**config.mk**
```make
export PLATFORM = sky130hd
export DESIGN_NAME = simp_fifo
export DESIGN_NICKNAME = d
export VERILOG_FILES = /design/src/simp_pkg.sv /design/src/simp_fifo.sv
export SDC_FILE = /design/constraint.sdc
export NUM_CORES = 1
export LEC_CHECK = 0
export BUFFER_PORTS_ARGS = -buffer_cell sky130_fd_sc_hd__buf_2
export CAP_MARGIN = 0
export CORE_MARGIN = 1
export CORE_UTILIZATION = 30
export CTS_CLUSTER_SIZE = 8
export DETAILED_ROUTE_END_ITERATION = 6
export PLACE_DENSITY = 0.58
export REMOVE_ABC_BUFFERS = 1
export SYNTH_ARGS = -nofsm -noshare
export SYNTH_HDL_FRONTEND = slang
export SYNTH_SLANG_ARGS = --single-unit
```
**constraint.sdc**
```tcl
create_clock -name clk_i -period 3.1 [get_ports clk_i]
set_clock_uncertainty 0.05 [all_clocks]
set_input_delay 0.62 -clock clk_i [delete_from_list [all_inputs] [get_ports clk_i]]
set_output_delay 0.62 -clock clk_i [all_outputs]
set_load 0.005 [all_outputs]
```
**src/simp_pkg.sv**
```systemverilog
package simp_pkg;

  localparam int SAMPLE_WIDTH = 32;
  localparam int COUNT_WIDTH  = 16;
  localparam int NUM_W        = 16;
  localparam int STEP_W       = 32;
  localparam int OUT_W        = 64;

  localparam int SUM_S_RAW = SAMPLE_WIDTH + COUNT_WIDTH + 4;
  localparam int SUM_S_W   = (SUM_S_RAW > 60) ? 60 : SUM_S_RAW;
  localparam int SUM_T_W   = SAMPLE_WIDTH + 4;

  localparam int WS_W = 3;
  localparam int WT_W = 2;

  localparam int IN_DATA_W  = ((2 * SAMPLE_WIDTH + 7) / 8) * 8;
  localparam int OUT_DATA_W = 2 * OUT_W;

  localparam int FIFO_DEPTH = 4;
  localparam int FIFO_PTR_W = $clog2(FIFO_DEPTH);

  localparam int CFG_IDX_W  = 1;
  localparam int CFG_DATA_W = STEP_W;
  localparam logic [CFG_IDX_W-1:0] REG_NUM_POINTS = 1'b0;
  localparam logic [CFG_IDX_W-1:0] REG_STEP_H     = 1'b1;
  localparam logic [NUM_W-1:0]     NUM_POINTS_RST = NUM_W'(3);
  localparam logic [STEP_W-1:0]    STEP_H_RST     = STEP_W'(32'h0100_0000);

  localparam int N_W       = SUM_S_W + 4;
  localparam int MUL_LO_W  = N_W / 2;
  localparam int MUL_HI_W  = N_W - MUL_LO_W;
  localparam int PL_W      = MUL_LO_W + STEP_W;
  localparam int PH_W      = MUL_HI_W + STEP_W;
  localparam int PROD_W    = N_W + STEP_W;
  localparam int QUO_W     = PROD_W - 3;
  localparam int DIV_DIGIT = 8;
  localparam int DIV_STEPS = (QUO_W + DIV_DIGIT - 1) / DIV_DIGIT;
  localparam int DIV_W     = DIV_STEPS * DIV_DIGIT;
  localparam int DIV_CNT_W = $clog2(DIV_STEPS + 1);
  localparam int ROUND_ADD = 12;

  typedef struct packed {
    logic                           err;
    logic                           first;
    logic                           last;
    logic [WS_W-1:0]                ws;
    logic [WT_W-1:0]                wt;
    logic signed [SAMPLE_WIDTH-1:0] re;
    logic signed [SAMPLE_WIDTH-1:0] im;
  } entry_t;

  typedef struct packed {
    logic                      err;
    logic signed [SUM_S_W-1:0] s_re;
    logic signed [SUM_S_W-1:0] s_im;
    logic signed [SUM_T_W-1:0] t_re;
    logic signed [SUM_T_W-1:0] t_im;
  } job_t;

  typedef enum logic [2:0] {
    F_IDLE,
    F_SUM,
    F_MAG,
    F_MUL,
    F_ADD,
    F_DIV,
    F_OUT
  } fin_state_e;

endpackage

```
**src/simp_fifo.sv**
```systemverilog
module simp_fifo (
  input  logic             clk_i,
  input  logic             rst_ni,
  input  logic             push_i,
  output logic             push_ready_o,
  input  simp_pkg::entry_t push_data_i,
  output logic             head_valid_o,
  input  logic             pop_i,
  output simp_pkg::entry_t head_o
);

  localparam int PW = simp_pkg::FIFO_PTR_W;

  simp_pkg::entry_t mem_q [simp_pkg::FIFO_DEPTH];
  logic [PW-1:0]    wr_q, wr_d, rd_q, rd_d;
  logic [PW:0]      cnt_q, cnt_d;
  logic             do_push, do_pop;

  assign push_ready_o = (cnt_q != (PW+1)'(simp_pkg::FIFO_DEPTH));
  assign head_valid_o = (cnt_q != '0);
  assign head_o       = mem_q[rd_q];
  assign do_push      = push_i && push_ready_o;
  assign do_pop       = pop_i && head_valid_o;

  always_comb begin
    wr_d  = do_push ? wr_q + PW'(1) : wr_q;
    rd_d  = do_pop ? rd_q + PW'(1) : rd_q;
    cnt_d = cnt_q;
    if (do_push && !do_pop) cnt_d = cnt_q + (PW+1)'(1);
    else if (!do_push && do_pop) cnt_d = cnt_q - (PW+1)'(1);
  end

  always_ff @(posedge clk_i or negedge rst_ni) begin
    if (!rst_ni) begin
      wr_q  <= '0;
      rd_q  <= '0;
      cnt_q <= '0;
    end else begin
      wr_q  <= wr_d;
      rd_q  <= rd_d;
      cnt_q <= cnt_d;
    end
  end

  always_ff @(posedge clk_i) begin
    if (do_push) mem_q[wr_q] <= push_data_i;
  end

endmodule

```
## Yosys cells after proc, flatten, opt, wreduce, memory -nomap -nowiden

Memories as Yosys holds them, arrays and structs flattened.
Cells that the tools add are included.

| operators by class | value |
|---|---|
| add/sub/neg operators | 4 |
| eq/ne operators | 1 |
| multiplexer cells | 4 |
| reduce and logical (&&, ||, !) cells | 8 |

Operators with widths:

| kind | number |
|---|---|
| 3-bit 2-to-1 mux | 2 |
| 2-bit by 1-bit adder with 2-bit output, second input constant | 2 |
| 1-bit logical AND | 4 |
| 3-bit by 1-bit adder with 3-bit output, second input constant | 1 |
| 3-bit inequality test, second input constant | 1 |
| 3-bit nonzero test | 1 |
| 3-bit by 1-bit subtractor with 3-bit output, second input constant | 1 |
| 1-bit zero test | 2 |
| 1-bit 2-to-1 mux | 2 |
| 2-bit nonzero test | 1 |

| storage, ports and cells | value |
|---|---|
| memories | 1 |
| bits in writable memories | 288 |
| output and inout port bits | 74 |
| word-level logic and storage cells | 21 |
| flip-flop bits (word level) | 7 |
| bits of input ports | 76 |

Memories:

| name | depth | width | rd ports | clocked after memory_dff | write ports | line | source |
|---|---|---|---|---|---|---|---|
| mem_q | 4 | 72 | 1 | 0 | 1 | simp_fifo.sv:14 | `simp_pkg::entry_t mem_q [simp_pkg::FIFO_DEPTH];` |

## Logic depth before layout (Yosys ltp)

| depth | value |
|---|---|
| word-level depth | 6 |
| gate-level depth with buffers | 8 |
| gate-level depth less buffers | 8 |

## Worst setup path before layout

No wires, ideal clock.

| timing path | value |
|---|---|
| kind | input port to flip-flop |
| start | in push_i |
| end | mem mem_q[2][0] (netlist name) (enable) |
| setup time | 438 ps |
| stages | 2 |
| data required time | 2612 ps |
| arrival | 2611 ps |
| buffers on the path | 0 |
| path slack | 1 ps |
| cell sequence | a21boi_2 -> and2_1 |

| between the ends | value |
|---|---|
| word-level cells in the longest chain between the ends | 3 |

RTL lines:

| what | line | source |
|---|---|---|
| from (decl) | simp_fifo.sv:4 | `input logic push_i,` |
| 1-bit logical AND | simp_fifo.sv:22 | `assign do_push = push_i && push_ready_o;` |
| 1-bit 2-to-1 mux | simp_fifo.sv:46 | `if (do_push) mem_q[wr_q] <= push_data_i;` |
| 1-bit 2-to-1 mux (not written as such) | simp_fifo.sv:46 |  |
| to (decl) | simp_fifo.sv:14 |  |

No other way between the ends.

==> impl_metrics.tcl <==
set metrics [dict create \
    first_pass_iters 4 \
    port-buffer-count 149 \
    ant_nets 0 \
    crit_start "rd_q[0]$_DFFE_PN0P_" \
    powerDensity_mw_per_mm2 968 \
    worstHoldPathType "in -> reg" \
    grt_util_all_layers 0.116 \
    cts_tree "yes" \
    crit_chain "buf_12 -> mux4_2 -> buf_2" \
    yosys.area.top_type "edfxtp_1" \
    power_w 0.0130 \
    slew_headroom 0.563 \
    critPathMaxFanout 74 \
    clk_pin_slew_ps 50 \
    drive_gt1_frac 0.467 \
    final_cell_mix "288 x edfxtp_1, 149 x buf_2, 72 x mux4_2" \
    timing.max_cap.violations 0 \
    totalWireLength_um 20900 \
    die_y_um 192 \
    overflow 0 \
    ir_worst_vdd_uv 518 \
    route.detailed.drc 0 \
    fin_crit_ps 2940 \
    syn_area_sq_mm 0.0108 \
    worstSetupEndpointType "output pin" \
    globalplace.congestion 0.668 \
    finalWorstSetupSlack_ps 162 \
    synth_area_leaders "edfxtp_1 80%, mux4_2 15%, dfrtp_1 1.6%" \
    ys_ff_latch 295 \
    worstHoldPathCells 1 \
    start_util 0.304 \
    cts_buffer_depth 3 \
    ys_types 18 \
    slew_viol_final 0 \
    min_from "push_data_i[68]" \
    ctsHtreeMaxLevel 2 \
    worst-r2r-cell-count 8 \
    wl_per_cell_um 19.3 \
    vias 4857 \
    cp.required_ps 2430 \
    area_growth_pct 24.4 \
    synth.avg_cell_area_sq_um 26.3 \
    antenna_found_initial 5 \
    die-area_sq_mm 0.0368 \
    layout_commonest_cell "edfxtp_1" \
    fmax_mhz 340 \
    drt_iter0_drc 200 \
    startpoint_type "flip-flop" \
    setup_viol 0 \
    detail_route.vias_per_cell 4.49 \
    pre_cts_slack_ps 660 \
    critical_path.slowest_cell "mux4_2" \
    final_nets 684 \
    dp_hpwl_um 12700 \
    root_buffer "clkbuf_16" \
    r2r-start "cnt_q[1]$_DFFE_PN0P_" \
    coreArea_sq_mm 0.0355 \
    status "complete, no violations" \
    rsz0062_at_grt "false" \
    fp-row-count 69 \
    clkLatencyLatePin_ps 530 \
    grt_pass1_vias 5585 \
    finalCritPeriodShare 0.948 \
    worst_pin_slew_ps 656 \
    yosysTopAreaCellShare 0.801 \
    synthCells 411 \
    seq_area_frac_synth 0.817 \
    cts_made_buffers 43 \
    hold_viol 0 \
    yosysWarnings 0 \
    clkSinkCount 295 \
    grt_max_degree 75 \
    leakagePower_nw 4.55 \
    ctsResizeCount 0 \
    fp.dieW_um 192 \
    io_pins 150 \
    path_class "reg -> out" \
    finish.utilization 0.379 \
    slowest_delay_ps 610 \
    arrival_ps 2270 \
    grt_pass1_wl_um 31400 \
]
## layer usage
layer / up-vias / track usage / wire, um
met5: - / 0 / 46
met4: 6 / 0.0546 / 622
met3: 48 / 0.0396 / 1380
met2: 130 / 0.201 / 10800
met1: 2532 / 0.128 / 8080
li1: 2141 / - / -
## cell type report
class,count,area [sq um]
multi-input cells,97,1850
clock buffers,60,1190
clock inverters,2,11.3
fillers,3178,22000
inverters,3,11.3
flip-flops and latches,295,8830
repair buffers,162,958
well taps,461,577
diodes,2,5.00
## power breakdown
group | total, W | switching [W] | internal, W
registers | 0.00556 | 0.000274 | 0.00529
logic | 0.00331 | 0.00162 | 0.00168
clock network | 0.00414 | 0.00153 | 0.00262
## cell usage after synthesis
library cell / count
edfxtp_1: 288
mux4_2: 72
buf_2: 8
buf_6: 7
dfrtp_1: 7
ha_1: 5
and2_1: 4
xnor2_1: 4
inv_1: 3
mux2_2: 2
nand2_1: 2
nor2_1: 2
xor2_1: 2
a21boi_2: 1
buf_4: 1
fa_1: 1
nand3_1: 1
or3_1: 1
## cell families (layout without fill, tap and decap cells)
family,count (synthesis),after routing,share of synthesized area
muxes,74,74,0.152
AOI/OAI and AO/OA,1,1,0.00104
other,0,2,0
buffers and inverters,19,227,0.0127
adders and majority gates,6,6,0.00764
DFF,295,295,0.817
and+or+nand+nor,10,10,0.00475
xor gates and xnor gates,6,6,0.00486
## worst max-delay path: cells and delay by family, from the launching register on
| family | cells | cell delay, ps |
|---|---|---|
| buffers and inverters | 2 | 620 |
| muxes | 1 | 610 |
| DFF | 1 | 410 |
## registers in the layout, summed over array words and instances (netlist names)
register  flops
mem_q       288
cnt_q         3
rd_q          2
wr_q          2
## worst paths after layout
| kind | slack [ps] | endpoint |
|---|---|---|
| hold reg to reg | 500 | cnt_q[2]$_DFFE_PN0P_ |
| min in group asynchronous | 410 | cnt_q[2]$_DFFE_PN0P_ |
| setup reg to reg | 820 | cnt_q[2]$_DFFE_PN0P_ |
| hold / removal | 250 | mem_q[2][68]$_DFFE_PP_ |
| max in group asynchronous | 2410 | rd_q[1]$_DFFE_PN0P_ |
| setup / recovery | 160 | head_o[66] |
## timing repair
action	in CTS	in global routing
buffers inserted	0	0
hold buffers	1	0
hold endpoints to repair	7	0
endpoints found under the setup margin	0	0
## stage by stage
stage / TNS, ps / hold slack (ps) / std cells / cell area, sq um
6_report: 0 / 250 / 1082 / 13400
4_1_cts: 0 / 205 / 1080 / 13400
5_1_grt: 0 / 219 / 1081 / 13400
2_1_floorplan: -81740 / 274 / 395 / 10700
3_3_place_gp: 0 / 416 / 1017 / 12200
3_5_place_dp: 0 / 415 / 1017 / 12200
Power figures use the tool's default switching activity.
