==> config.mk <==
export PLATFORM = sky130hd
export DESIGN_NAME = simp_front
export DESIGN_NICKNAME = d
export VERILOG_FILES = /design/src/simp_pkg.sv /design/src/simp_front.sv
export SDC_FILE = /design/constraint.sdc
export NUM_CORES = 1
export LEC_CHECK = 0
export BUFFER_PORTS_ARGS = -buffer_cell sky130_fd_sc_hd__buf_2
export CAP_MARGIN = 20
export CORE_ASPECT_RATIO = 0.7
export CORE_MARGIN = 10
export CORE_UTILIZATION = 40
export DETAILED_ROUTE_END_ITERATION = 10
export GPL_ROUTABILITY_DRIVEN = 0
export PLACE_DENSITY_LB_ADDON = 0.12
export SLEW_MARGIN = 15
export SYNTH_ARGS = -nofsm -noshare
export SYNTH_HDL_FRONTEND = slang
export SYNTH_SLANG_ARGS = --single-unit
==> constraint.sdc <==
create_clock -name clk_i -period 6.3 [get_ports clk_i]
set_input_delay 0.315 -clock clk_i [delete_from_list [all_inputs] [get_ports clk_i]]
set_output_delay 0.315 -clock clk_i [all_outputs]
set_load 0.05 [all_outputs]
==> src/simp_pkg.sv <==
package simp_pkg;

  localparam int SAMPLE_WIDTH = 32;
  localparam int COUNT_WIDTH  = 16;
  localparam int NUM_W        = 16;
  localparam int STEP_W       = 32;
  localparam int OUT_W        = 64;

  localparam int SUM_S_RAW = SAMPLE_WIDTH + COUNT_WIDTH + 4;
  localparam int SUM_S_W   = (SUM_S_RAW > 60) ? 60 : SUM_S_RAW;
  localparam int SUM_T_W   = SAMPLE_WIDTH + 4;

  localparam int WS_W = 3;
  localparam int WT_W = 2;

  localparam int IN_DATA_W  = ((2 * SAMPLE_WIDTH + 7) / 8) * 8;
  localparam int OUT_DATA_W = 2 * OUT_W;

  localparam int FIFO_DEPTH = 4;
  localparam int FIFO_PTR_W = $clog2(FIFO_DEPTH);

  localparam int CFG_IDX_W  = 1;
  localparam int CFG_DATA_W = STEP_W;
  localparam logic [CFG_IDX_W-1:0] REG_NUM_POINTS = 1'b0;
  localparam logic [CFG_IDX_W-1:0] REG_STEP_H     = 1'b1;
  localparam logic [NUM_W-1:0]     NUM_POINTS_RST = NUM_W'(3);
  localparam logic [STEP_W-1:0]    STEP_H_RST     = STEP_W'(32'h0100_0000);

  localparam int N_W       = SUM_S_W + 4;
  localparam int MUL_LO_W  = N_W / 2;
  localparam int MUL_HI_W  = N_W - MUL_LO_W;
  localparam int PL_W      = MUL_LO_W + STEP_W;
  localparam int PH_W      = MUL_HI_W + STEP_W;
  localparam int PROD_W    = N_W + STEP_W;
  localparam int QUO_W     = PROD_W - 3;
  localparam int DIV_DIGIT = 8;
  localparam int DIV_STEPS = (QUO_W + DIV_DIGIT - 1) / DIV_DIGIT;
  localparam int DIV_W     = DIV_STEPS * DIV_DIGIT;
  localparam int DIV_CNT_W = $clog2(DIV_STEPS + 1);
  localparam int ROUND_ADD = 12;

  typedef struct packed {
    logic                           err;
    logic                           first;
    logic                           last;
    logic [WS_W-1:0]                ws;
    logic [WT_W-1:0]                wt;
    logic signed [SAMPLE_WIDTH-1:0] re;
    logic signed [SAMPLE_WIDTH-1:0] im;
  } entry_t;

  typedef struct packed {
    logic                      err;
    logic signed [SUM_S_W-1:0] s_re;
    logic signed [SUM_S_W-1:0] s_im;
    logic signed [SUM_T_W-1:0] t_re;
    logic signed [SUM_T_W-1:0] t_im;
  } job_t;

  typedef enum logic [2:0] {
    F_IDLE,
    F_SUM,
    F_MAG,
    F_MUL,
    F_ADD,
    F_DIV,
    F_OUT
  } fin_state_e;

endpackage

==> src/simp_front.sv <==
module simp_front (
  input  logic                                     clk_i,
  input  logic                                     rst_ni,
  input  logic                                     in_valid_i,
  output logic                                     in_ready_o,
  input  logic signed [simp_pkg::SAMPLE_WIDTH-1:0] in_re_i,
  input  logic signed [simp_pkg::SAMPLE_WIDTH-1:0] in_im_i,
  input  logic [simp_pkg::NUM_W-1:0]               num_points_i,
  output logic                                     push_o,
  input  logic                                     push_ready_i,
  output simp_pkg::entry_t                         entry_o
);

  localparam int CW = simp_pkg::COUNT_WIDTH;

  logic [CW-1:0] idx_q, idx_d;
  logic [CW-1:0] n, i_eff, n_m1, n_m4, k;
  logic          err, last, accept;
  logic [simp_pkg::WS_W-1:0] ws;
  logic [simp_pkg::WT_W-1:0] wt;

  assign in_ready_o = push_ready_i;
  assign accept     = in_valid_i && push_ready_i;
  assign push_o     = accept;

  always_comb begin
    n     = CW'(num_points_i);
    err   = n < CW'(3);
    i_eff = (idx_q >= n) ? '0 : idx_q;
    n_m1  = n - CW'(1);
    n_m4  = n - CW'(4);
    last  = (i_eff == n_m1);
    k     = i_eff - n_m4;
    ws    = '0;
    wt    = '0;
    if (n[0]) begin
      if (i_eff == '0 || last) ws = simp_pkg::WS_W'(1);
      else ws = i_eff[0] ? simp_pkg::WS_W'(4) : simp_pkg::WS_W'(2);
    end else begin
      if (n > CW'(4) && i_eff <= n_m4) begin
        if (i_eff == '0 || i_eff == n_m4) ws = simp_pkg::WS_W'(1);
        else ws = i_eff[0] ? simp_pkg::WS_W'(4) : simp_pkg::WS_W'(2);
      end
      if (i_eff >= n_m4) begin
        wt = (k == '0 || k == CW'(3)) ? simp_pkg::WT_W'(1) : simp_pkg::WT_W'(3);
      end
    end

    entry_o.err   = err;
    entry_o.first = (i_eff == '0);
    entry_o.last  = last;
    entry_o.ws    = ws;
    entry_o.wt    = wt;
    entry_o.re    = in_re_i;
    entry_o.im    = in_im_i;

    idx_d = idx_q;
    if (accept) begin
      idx_d = (err || last) ? '0 : i_eff + CW'(1);
    end
  end

  always_ff @(posedge clk_i or negedge rst_ni) begin
    if (!rst_ni) begin
      idx_q <= '0;
    end else begin
      idx_q <= idx_d;
    end
  end

endmodule

Yosys cells after proc, flatten, opt, wreduce, memory -nomap -nowiden:

Cells that the tools add are included.
Widths: inputs -> output; s select.

* $add $sub $neg: 4
* multipliers: 0
* shift-type cells: 0
* equal/unequal tests: 3
* divide/modulo/power cells: 0
* muxes and demuxes: 10
* $lt $le $gt $ge: 5
* reduce and logical (&&, ||, !) cells: 8
* bitwise gates (word level): 0

Operators with widths (count)
* $eq 16x16->1: 2
* $ge 16x16->1: 2
* $logic_not 16->1: 2
* $mux 16: 2
* $add 16x1->16 const B: 1
* $eq 16x2->1 const B: 1
* $gt 16x3->1 const B: 1
* $le 16x16->1: 1
* $lt 16x2->1 const B: 1
* $sub 16x1->16 const B: 1
* $sub 16x16->16: 1
* $sub 16x3->16 const B: 1
* $mux 3: 5
* $mux 2: 3
* $logic_or 1x1->1: 4
* $logic_and 1x1->1: 2

* latch bits: 0
* register bits: 16
* memory bits (writable): 0
* word-level logic and storage cells: 31
* memories kept: 0
* input bits: 84
* memory bits (read-only): 0

Logic depth before layout (Yosys ltp):

Gate-level depths: netlist of run 1.

* depth after elaboration: 8
* mapped depth: 22

Worst setup path before layout of run 1:

Ideal clock, no wire load.

* kind: in2out
* from: in num_points_i[13] (netlist bit)
* to: out entry_o[65] (netlist bit)
* setup slack: 0.501 ns
* data required time: 5.985 ns
* arrival time: 5.484 ns
* stages: 19
* path through: clkbuf_1 inv_1 ha_1 nand3_1 or3_1 o21ai_1 clkbuf_1 nor2_1 ha_1 clkbuf_1 a21o_1 a21oi_1 o221ai_1 a21oi_1 o21ai_0 a221oi_1 and2_1 nor2_1 a21boi_0

RTL lines
* start: declaration: line simp_front.sv:8 `input logic [simp_pkg::NUM_W-1:0] num_points_i,`
* end: declaration: line simp_front.sv:11 `output simp_pkg::entry_t entry_o`

==> impl_metrics.toml, run 1 <==
[pwr]
finalPower_w = 0.0006971
pwr-share-comb = 0.595
seqPwrFrac = 0.223
net-switching-power_w = 0.0003343
p_leak_nw = 1.506
internal-power_w = 0.0003628
worst_ir_drop_vdd_v = 0.0001046
netSwitchingFraction = 0.4795
power_density_mw_per_mm2 = 192.4
clockPowerShare = 0.183

[die]
die-area_mm2 = 0.01396
ioPinCount = 158
die_h_um = 101.9
coreArea_mm2 = 0.009216
horiz_die_dim_um = 137.0
starting_utilization_of_the_core_area = 0.4157
placement_rows = 29

[clock_tree]
clock_sinks = 16
cts-root-to-sink-buffers = 2
cts_tree = "yes"
cts-buffers-inserted = 3
cts-hold-fix-buffers = 1
cts.repair_timing.setup_buffer_count = 0
cts_repair_resize_count = 0
insertion_delay_ns = 0.25
h-tree-depth = 1
cts_root_buffer = "clkbuf_16"
worst_setup_hold_path_clk_slew_ns = 0.05

[worst_setup_path]
endpoint_kind = "output pin"
worst-endpoint-required_ns = 5.98
worstPathMaxFanout = 15
timing.critical_path.cells = "ha_1 -> a211oi_1 -> o21ai_0 -> a211oi_1 -> o21a_1 -> and2_1 -> ha_1 -> a21o_1 -> a21oi_1 -> o221ai_1 -> a21oi_1 -> o21ai_0 -> a221oi_1 -> and2_1 -> a22oi_1 -> nor3_1 -> buf_2"
timing.critical_path.slowest_stage_cell = "dfrtp_1"
crit_path_start_kind = "flip-flop"
data_arrival_critical_path_ns = 5.28
crit_type = "flip-flop to output pin"
critical_path.max_stage_delay_ns = 0.54

[drt]
vias = 3518
drc_errors = 0
drt-initial-drc-count = 371
routed_wire_length_per_instance_um = 19.42
route.detailed.vias_per_inst = 5.953
routed_wl_um = 11480
postRouteAntennaNets = 0
drt_first_pass_iters = 6

[synth]
number_of_warnings_issued_by_yosys = 0
asyncSetResetFlopFracSynth = 1.000
synth_cell_type_count = 66
postSynthNetCount = 644
number_of_flops_mapped_to_enable_cells_by_yosys = 0
synth_seq_area_share = 0.1045
post_synth_inst_count = 519
synth.largest_area_cell = "buf_4"
synthMostInstantiatedCell = "buf_4"
ff_latch_count_synth = 16
netlist_top_cells_count = "buf_4, nor2_1, ha_1, nand2_1, xnor2_1"
synth_area_mm2 = 0.003831
synth.top_cells.by_area = "buf_4, ha_1, dfrtp_1"
postSynth.topFlopCell = "dfrtp_1"
synth_top_cell_area_share = 0.1332
syn-mean-instance-area_um2 = 7.382

[placement]
detailedPlacementHpwl_um = 9419
portBuffers = 29
dpl_cell_area_mm2 = 0.003538

[finish]
layout-drive-gt1-share = 0.1028
finalInstanceArea_mm2 = 0.003623
area_growth_syn_to_fin_pct = -5.421
largest_reg_flops = 16
fin_util = 0.3932
top_register = "idx_q"
total_inserted_antenna_cells = 0
reg.largest.list = "idx_q x16"
nNetsFinal = 594
filler_cell_count = 971

[global_routing]
number_of_antenna_violations_at_the_first_check_in_global_routing = 0
grt_pass1_vias = 3156
gr-usage-all-layers = 0.1614
grt_pass1_wl_um = 17980
largest_net_degree_at_the_start_of_global_routing = 25
global_route_congestion_overflow_total = 0

[min_path]
hp-class = "input port to asynchronous set/reset pin"

[sta]
max_freq_mhz = 178.8
fin_skew_ns = 0.004721
slew_limit_headroom = 0.4297
finalCriticalPeriod_ns = 5.593
fin_crit_sh = 0.8878
rsz0062_at_grt = "false"
setup_viol = 0
max_slew.worst_pin.slew_ns = 0.8523
timing.setup.tns_ns = 0
report.final.slew_viol_count = 0
timing.final.hold_violations = 0

[status]
status = "completed"

[run]
maxCapViolCount = 0
[through the flow]
| step | hold WS, ns | setup slack [ns] | instances |
|---|---|---|---|
| 3_5_place_dp | 0.2651 | 0.8198 | 587 |
| 3_3_place_gp | 0.2641 | 0.9181 | 587 |
| 6_report | 0.5251 | 0.7069 | 591 |
| 2_1_floorplan | 0.01941 | 0.5010 | 519 |
| 4_1_cts | 0.5390 | 0.6697 | 591 |
| 5_1_grt | 0.5723 | 0.1630 | 591 |
[worst max-delay path: cells and delay by family (launching register included)]
kind	cells	cell delay [ns]
adders and majority gates	2	0.61
DFF	1	0.54
AOI/OAI and AO/OA	11	2.93
buffers and inverters	1	0.29
and+or+nand+nor	3	0.67
[cells in the final DEF (no fill, tap or decap), drive strengths merged, types with 7 or more instances in the layout]
master / instances
dfrtp: 16
nor4: 13
buf: 32
a211oi: 7
nand4: 15
xnor2: 38
a21oi: 17
and2: 13
nand3: 19
nor3: 13
inv: 36
o21ai: 25
nor2: 41
nand2: 40
ha: 40
[layer usage]
metal	track usage	part of all wire
met5	0	0
met4	0.009693	0.0050
met3	0.05294	0.094
met2	0.2089	0.38
met1	0.2545	0.52
[final cells by class]
cell class | count | area, um2 | area share
Tap cell | 124 | 155.1 | 0.04282
Timing Repair Buffer | 33 | 177.7 | 0.04903
Clock buffer | 3 | 75.07 | 0.02072
Multi-Input combinational cell | 378 | 2676 | 0.7386
Sequential cell | 16 | 400.4 | 0.1105
Inverter | 37 | 138.9 | 0.03833
[power by group through the flow]
stage,Sequential (W),Combinational (W),Clock (W)
6_report,0.000155,0.000414,0.000127
4_1_cts,0.000154,0.000411,0.000128
3_3_place_gp,0.000156,0.000408,0
5_1_grt,0.000159,0.000462,0.000135
2_1_floorplan,0.000140,0.000422,0
3_5_place_dp,0.000156,0.000408,0
[cells by family (layout without fill, tap and decap cells)]
logic type | after synthesis | in the layout | share of synthesized area
AND/OR/NAND/NOR | 191 | 191 | 0.2760
multiplexers | 2 | 2 | 0.005552
AO/OA/AOI/OAI | 103 | 103 | 0.1839
buffers and inverters | 125 | 73 | 0.1969
adder cells (fa/ha/maj) | 41 | 41 | 0.1359
flip-flops | 16 | 16 | 0.1045
XOR/XNOR | 41 | 41 | 0.09732
[worst paths after layout]
path	startpoint	end	slack [ns]	cells past startpoint
setup / recovery	idx_q[2]	entry_o[68]	0.71	17
hold / removal	rst_ni	idx_q[14]	0.53	2
setup reg to reg	idx_q[2]	idx_q[13]	1.45	16
hold reg to reg	idx_q[0]	idx_q[0]	0.64	2
max in group asynchronous	rst_ni	idx_q[1]	5.47	2
min in group clk_i	in_valid_i	idx_q[10]	0.58	5
No activity file was read; power rests on OpenSTA's default activity.
==> run 2, diff against run 1 <==
--- a/config.mk
+++ b/config.mk
@@ -7,7 +7,7 @@
 export LEC_CHECK = 0
 export BUFFER_PORTS_ARGS = -buffer_cell sky130_fd_sc_hd__buf_2
 export CAP_MARGIN = 20
-export CORE_ASPECT_RATIO = 0.7
+export CORE_ASPECT_RATIO = 1.75
 export CORE_MARGIN = 10
 export CORE_UTILIZATION = 40
 export DETAILED_ROUTE_END_ITERATION = 10
==> run 2 against run 1 <==
  * The flow now finishes with violations (hold timing)
  * Largest cell class unchanged
  * Total power grew 0.76%
  * Combinational power up 2%
  * Global-route usage is 1.4 points higher
  * Core utilization is 0.70 points lower
  * Non-clock buffer count up 2
==> impl_metrics.toml, run 2 (synthesis results as in run 1) <==
[clock_tree]
cts_tree = "yes"
cts-hold-fix-buffers = 0
cts-buffers-inserted = 3
cts_root_buffer = "clkbuf_16"
h-tree-depth = 1
cts-root-to-sink-buffers = 2
insertion_delay_ns = 0.25
clock_sinks = 16
worst_setup_hold_path_clk_slew_ns = 0.05
cts.repair_timing.setup_buffer_count = 0
cts_repair_resize_count = 0

[die]
starting_utilization_of_the_core_area = 0.4072
coreArea_mm2 = 0.009409
placement_rows = 47
horiz_die_dim_um = 93.98
ioPinCount = 158
die-area_mm2 = 0.01405
die_h_um = 149.5

[global_routing]
global_route_congestion_overflow_total = 0
grt_pass1_wl_um = 19240
largest_net_degree_at_the_start_of_global_routing = 25
grt_pass1_vias = 3551
gr-usage-all-layers = 0.1757
number_of_antenna_violations_at_the_first_check_in_global_routing = 0

[finish]
multiInputGateArea_mm2 = 0.002676
filler_cell_count = 1039
top_register = "idx_q"
layout_common_cells = "nor2_1, nand2_1, ha_1"
leading_cell_type_in_the_layout_fill_and_taps_excluded = "nor2_1"
total_inserted_antenna_cells = 0
reg.largest.list = "idx_q x16"
area_growth_syn_to_fin_pct = -5.160
largest_reg_flops = 16
layout-drive-gt1-share = 0.1087
sequential_cell_area_um2 = 400.4
nNetsFinal = 596

[drt]
vias = 3553
routed_wire_length_per_instance_um = 20.93
drt_first_pass_iters = 6
postRouteAntennaNets = 0
route.detailed.vias_per_inst = 6.012
drt-initial-drc-count = 215
routed_wl_um = 12370
drc_errors = 0

[pwr]
internal-power_w = 0.0003626
worst_ir_drop_vdd_v = 0.0001285
p_leak_nw = 1.515
power_density_mw_per_mm2 = 193.3
pwr-share-comb = 0.600
net-switching-power_w = 0.0003397
clockPowerShare = 0.179
seqPwrFrac = 0.221
netSwitchingFraction = 0.4837

[sta]
timing.setup.tns_ns = 0
setup_viol = 0
slew_limit_headroom = 0.3790
fin_worst_hold_slack_ns = -0.01426
max_slew.worst_pin.slew_ns = 0.9280
timing.final.hold_violations = 16
fin_skew_ns = 0.001358
report.final.slew_viol_count = 0
fin_crit_sh = 0.8962
max_freq_mhz = 177.1
finalCriticalPeriod_ns = 5.646
rsz0062_at_grt = "false"

[worst_setup_path]
worst-endpoint-required_ns = 5.98
crit_path_start_kind = "flip-flop"
endpoint_of_the_most_critical_setup_path = "entry_o[67]"
crit_type = "flip-flop to output pin"
startpoint = "idx_q[14]"
endpoint_kind = "output pin"
worst_r2r_path_depth = 16
data_arrival_critical_path_ns = 5.33
r2r_start = "idx_q[2]"
ff2ff_setup_slack_ns = 1.41
worstPathMaxFanout = 9
r2r_endpoint = "idx_q[13]"

[run]
maxCapViolCount = 0

[status]
violations = "hold timing"
status = "finished with violations"

[placement]
detailedPlacementHpwl_um = 10410
portBuffers = 29

[min_path]
hp-class = "input port to asynchronous set/reset pin"
==> run 2: changes by cell type in the layout (fill, tap and decap cells not counted), sizes merged <==
cell	previous run	this run
buf	32	35
dlygate4sd3	1	0
==> run 2: power by group through the flow <==
stage	registers (W)	clock network, W	logic, W
2_1_floorplan	0.000140	0	0.000422
3_3_place_gp	0.000156	0	0.000422
3_5_place_dp	0.000157	0	0.000418
4_1_cts	0.000155	0.000128	0.000421
5_1_grt	0.000160	0.000130	0.000472
6_report	0.000155	0.000126	0.000421
==> run 2: cell type report <==
cell class,count,share of cell area
multi-input cells,378,0.7366
flip-flops and latches,16,0.1102
repair buffers,35,0.05234
well taps,122,0.04201
inverters,37,0.03822
clock buffers,3,0.02066
==> run 2: layer usage <==
| layer | up-vias | wire length, um | global-route usage |
|---|---|---|---|
| met5 | - | 0 | 0 |
| met3 | 60 | 437 | 0.01354 |
| met1 | 1672 | 4282 | 0.1673 |
| met2 | 130 | 6767 | 0.3316 |
| met4 | 0 | 883 | 0.1366 |
| li1 | 1691 | - | - |
==> run 2: worst max-delay path: stages, from the launching register on <==
cell and delay (ns):
dfrtp_1 0.48, ha_1 0.35, nand3_1 0.12, or3_1 0.41
o21ai_1 0.32, nor2_1 0.13, inv_1 0.19, ha_1 0.17
inv_1 0.05, fa_1 0.40, a21o_1 0.20, a21oi_1 0.26
o221ai_1 0.26, a21oi_1 0.18, o21ai_0 0.19, a221oi_1 0.55
and2_1 0.27, a22oi_1 0.10, nor3_1 0.15, buf_2 0.29
==> run 2: worst min-delay path by stage <==
stage / to / cells past startpoint / start
after floorplan: idx_q[0] / 0 / rst_ni
after global placement: idx_q[12] / 1 / rst_ni
after detailed placement: idx_q[12] / 1 / rst_ni
after CTS: idx_q[13] / 1 / rst_ni
after global routing: idx_q[12] / 1 / rst_ni
final: idx_q[11] / 1 / rst_ni
==> run 2: stage by stage <==
step	instances	total power (W)	instance area [um2]	worst slack, ns	utilization
floorplan	519	0.0005624	3831	0.5010	-
CTS	591	0.0007041	3633	0.5589	0.3862
global route	591	0.0007617	3633	0.3222	0.3862
global placement	588	0.0005787	3558	0.6608	0.3782
finish	591	0.0007024	3633	0.6540	0.3862
detailed placement	588	0.0005752	3558	0.6788	0.3782
==> run 3, diff against run 2 <==
--- a/config.mk
+++ b/config.mk
@@ -13,6 +13,7 @@
 export DETAILED_ROUTE_END_ITERATION = 10
 export GPL_ROUTABILITY_DRIVEN = 0
 export PLACE_DENSITY_LB_ADDON = 0.12
+export RECOVER_POWER = 25
 export SLEW_MARGIN = 15
 export SYNTH_ARGS = -nofsm -noshare
 export SYNTH_HDL_FRONTEND = slang
==> run 3 against run 2 <==
  * First-iteration DRC count unchanged
  * Highest routed layer unchanged
  * Sequential power barely moved
  * Combinational power is essentially flat
  * Clock-buffer cell count unchanged
  * Register-to-register slack about the same
  * Global-route usage is the same
  * The run now ends clean
  * Routed wire length is essentially flat
==> impl_metrics.toml, run 3 (synthesis results as in run 1) <==
[finish]
layout_common_cells = "nor2_1, nand2_1, ha_1"
filler_cell_count = 1039
fin_util = 0.3860
multiInputGateArea_mm2 = 0.002676
nNetsFinal = 596
leading_cell_type_in_the_layout_fill_and_taps_excluded = "nor2_1"
area_growth_syn_to_fin_pct = -5.193
layout-drive-gt1-share = 0.1066
top_register = "idx_q"
largest_reg_flops = 16
sequential_cell_area_um2 = 400.4
reg.largest.list = "idx_q x16"
total_inserted_antenna_cells = 0
finalInstanceArea_mm2 = 0.003632

[worst_setup_path]
endpoint_kind = "output pin"
timing.critical_path.cells = "ha_1 -> nand3_1 -> or3_1 -> o21ai_1 -> nor2_1 -> inv_1 -> ha_1 -> inv_1 -> fa_1 -> a21o_1 -> a21oi_1 -> o221ai_1 -> a21oi_1 -> o21ai_0 -> a221oi_1 -> and2_1 -> a22oi_1 -> nor3_1 -> buf_2"
critPathBufInv = 3
startpoint = "idx_q[14]"
crit_path_start_kind = "flip-flop"
crit_type = "flip-flop to output pin"
worstPathMaxFanout = 9
critical_path_depth = 19
timing.critical_path.slowest_stage_cell = "a221oi_1"
critical_path.max_stage_delay_ns = 0.55
r2r_endpoint = "idx_q[13]"
worst-endpoint-required_ns = 5.98
ff2ff_setup_slack_ns = 1.41
cpLargestDelayFamily = "compound AO/OA/AOI/OAI gates"
r2r_start = "idx_q[2]"
data_arrival_critical_path_ns = 5.32
worst_r2r_path_depth = 16

[status]
status = "completed"

[die]
coreArea_mm2 = 0.009409
horiz_die_dim_um = 93.98
die-area_mm2 = 0.01405
starting_utilization_of_the_core_area = 0.4072
placement_rows = 47
die_h_um = 149.5
ioPinCount = 158

[drt]
postRouteAntennaNets = 0
drt_first_pass_iters = 7
vias = 3544
route.detailed.vias_per_inst = 5.997
drc_errors = 0
routed_wl_um = 12360
drt-initial-drc-count = 215
routed_wire_length_per_instance_um = 20.92

[placement]
detailedPlacementHpwl_um = 10410
dpl_cell_area_mm2 = 0.003558
portBuffers = 29

[clock_tree]
h-tree-depth = 1
cts-buffers-inserted = 3
cts-root-to-sink-buffers = 2
cts_root_buffer = "clkbuf_16"
insertion_delay_ns = 0.25
worst_setup_hold_path_clk_slew_ns = 0.05
clock_sinks = 16
cts-hold-fix-buffers = 0
cts_tree = "yes"
cts_repair_resize_count = 0
cts.repair_timing.setup_buffer_count = 0

[global_routing]
gr-usage-all-layers = 0.1757
number_of_antenna_violations_at_the_first_check_in_global_routing = 0
global_route_congestion_overflow_total = 0
grt_pass1_vias = 3551
largest_net_degree_at_the_start_of_global_routing = 25
grt_pass1_wl_um = 19240

[pwr]
net-switching-power_w = 0.0003400
power_density_mw_per_mm2 = 193.4
internal-power_w = 0.0003625
seqPwrFrac = 0.221
finalPower_w = 0.0007025
netSwitchingFraction = 0.4839
pwr-share-comb = 0.600
worst_ir_drop_vdd_v = 0.0001285
p_leak_nw = 1.512
clockPowerShare = 0.178

[sta]
max_slew.worst_pin.slew_ns = 0.9684
finalCriticalPeriod_ns = 5.637
report.final.slew_viol_count = 0
max_freq_mhz = 177.4
slew_limit_headroom = 0.3544
setup_viol = 0
rsz0062_at_grt = "false"
timing.final.hold_violations = 0
fin_crit_sh = 0.8948
fin_skew_ns = 0.001358
timing.setup.tns_ns = 0

[min_path]
hp-class = "input port to asynchronous set/reset pin"

[run]
maxCapViolCount = 0
## run 3: cell count changes in the layout (fill, tap and decap cells not counted)
cell | before | now
clkbuf_1 | 0 | 1
buf_2 | 29 | 28
## run 3: final cells by class
class,instances,share of cell area
Clock buffer,3,0.02067
Inverter,37,0.03824
Multi-Input combinational cell,378,0.7368
Sequential cell,16,0.1102
Tap cell,122,0.04203
Timing Repair Buffer,35,0.05202
## run 3: layer usage
| layer | vias up | part of all wire | track usage |
|---|---|---|---|
| met2 | 128 | 0.55 | 0.3316 |
| met3 | 58 | 0.035 | 0.01354 |
| li1 | 1691 | - | - |
| met1 | 1667 | 0.35 | 0.1673 |
| met4 | 0 | 0.071 | 0.1366 |
| met5 | - | 0 | 0 |
## run 3: metrics by stage
stage / cells / worst slack [ns] / hold WS, ns
after floorplan: 519 / 0.5010 / 0.01941
after global placement: 588 / 0.6608 / 0.2728
after detailed placement: 588 / 0.6788 / 0.2673
after CTS: 591 / 0.5589 / 0.0007800
after global routing: 591 / 0.3222 / 0.2757
final: 591 / 0.6626 / 0.1954
## run 3: worst reg2reg max path: stages (launching register included)
cell,delay (ns)
dfrtp_1,0.53
ha_1,0.31
a211oi_1,0.19
o21ai_0,0.12
a211oi_1,0.47
o21ai_1,0.27
nor2_1,0.23
inv_1,0.16
ha_1,0.39
nor4b_1,0.26
nand4_1,0.12
nor3_1,0.20
nand3_1,0.14
a2111oi_2,0.52
nand4_4,0.34
a41o_1,0.32
a31o_1,0.18
## run 3: worst max-delay path by stage
| stage | slack, ns | to |
|---|---|---|
| final | 0.66 | entry_o[67] |
| after global routing | 0.32 | entry_o[65] |
| after CTS | 0.56 | entry_o[65] |
| after detailed placement | 0.68 | entry_o[67] |
| after global placement | 0.66 | entry_o[65] |
| after floorplan | 0.50 | entry_o[65] |
## run 3: power by group through the flow
stage,Sequential [W],Combinational (W),Clock (W)
3_3_place_gp,0.000156,0.000422,0
2_1_floorplan,0.000140,0.000422,0
5_1_grt,0.000160,0.000471,0.000130
4_1_cts,0.000155,0.000421,0.000128
6_report,0.000156,0.000422,0.000125
3_5_place_dp,0.000157,0.000418,0
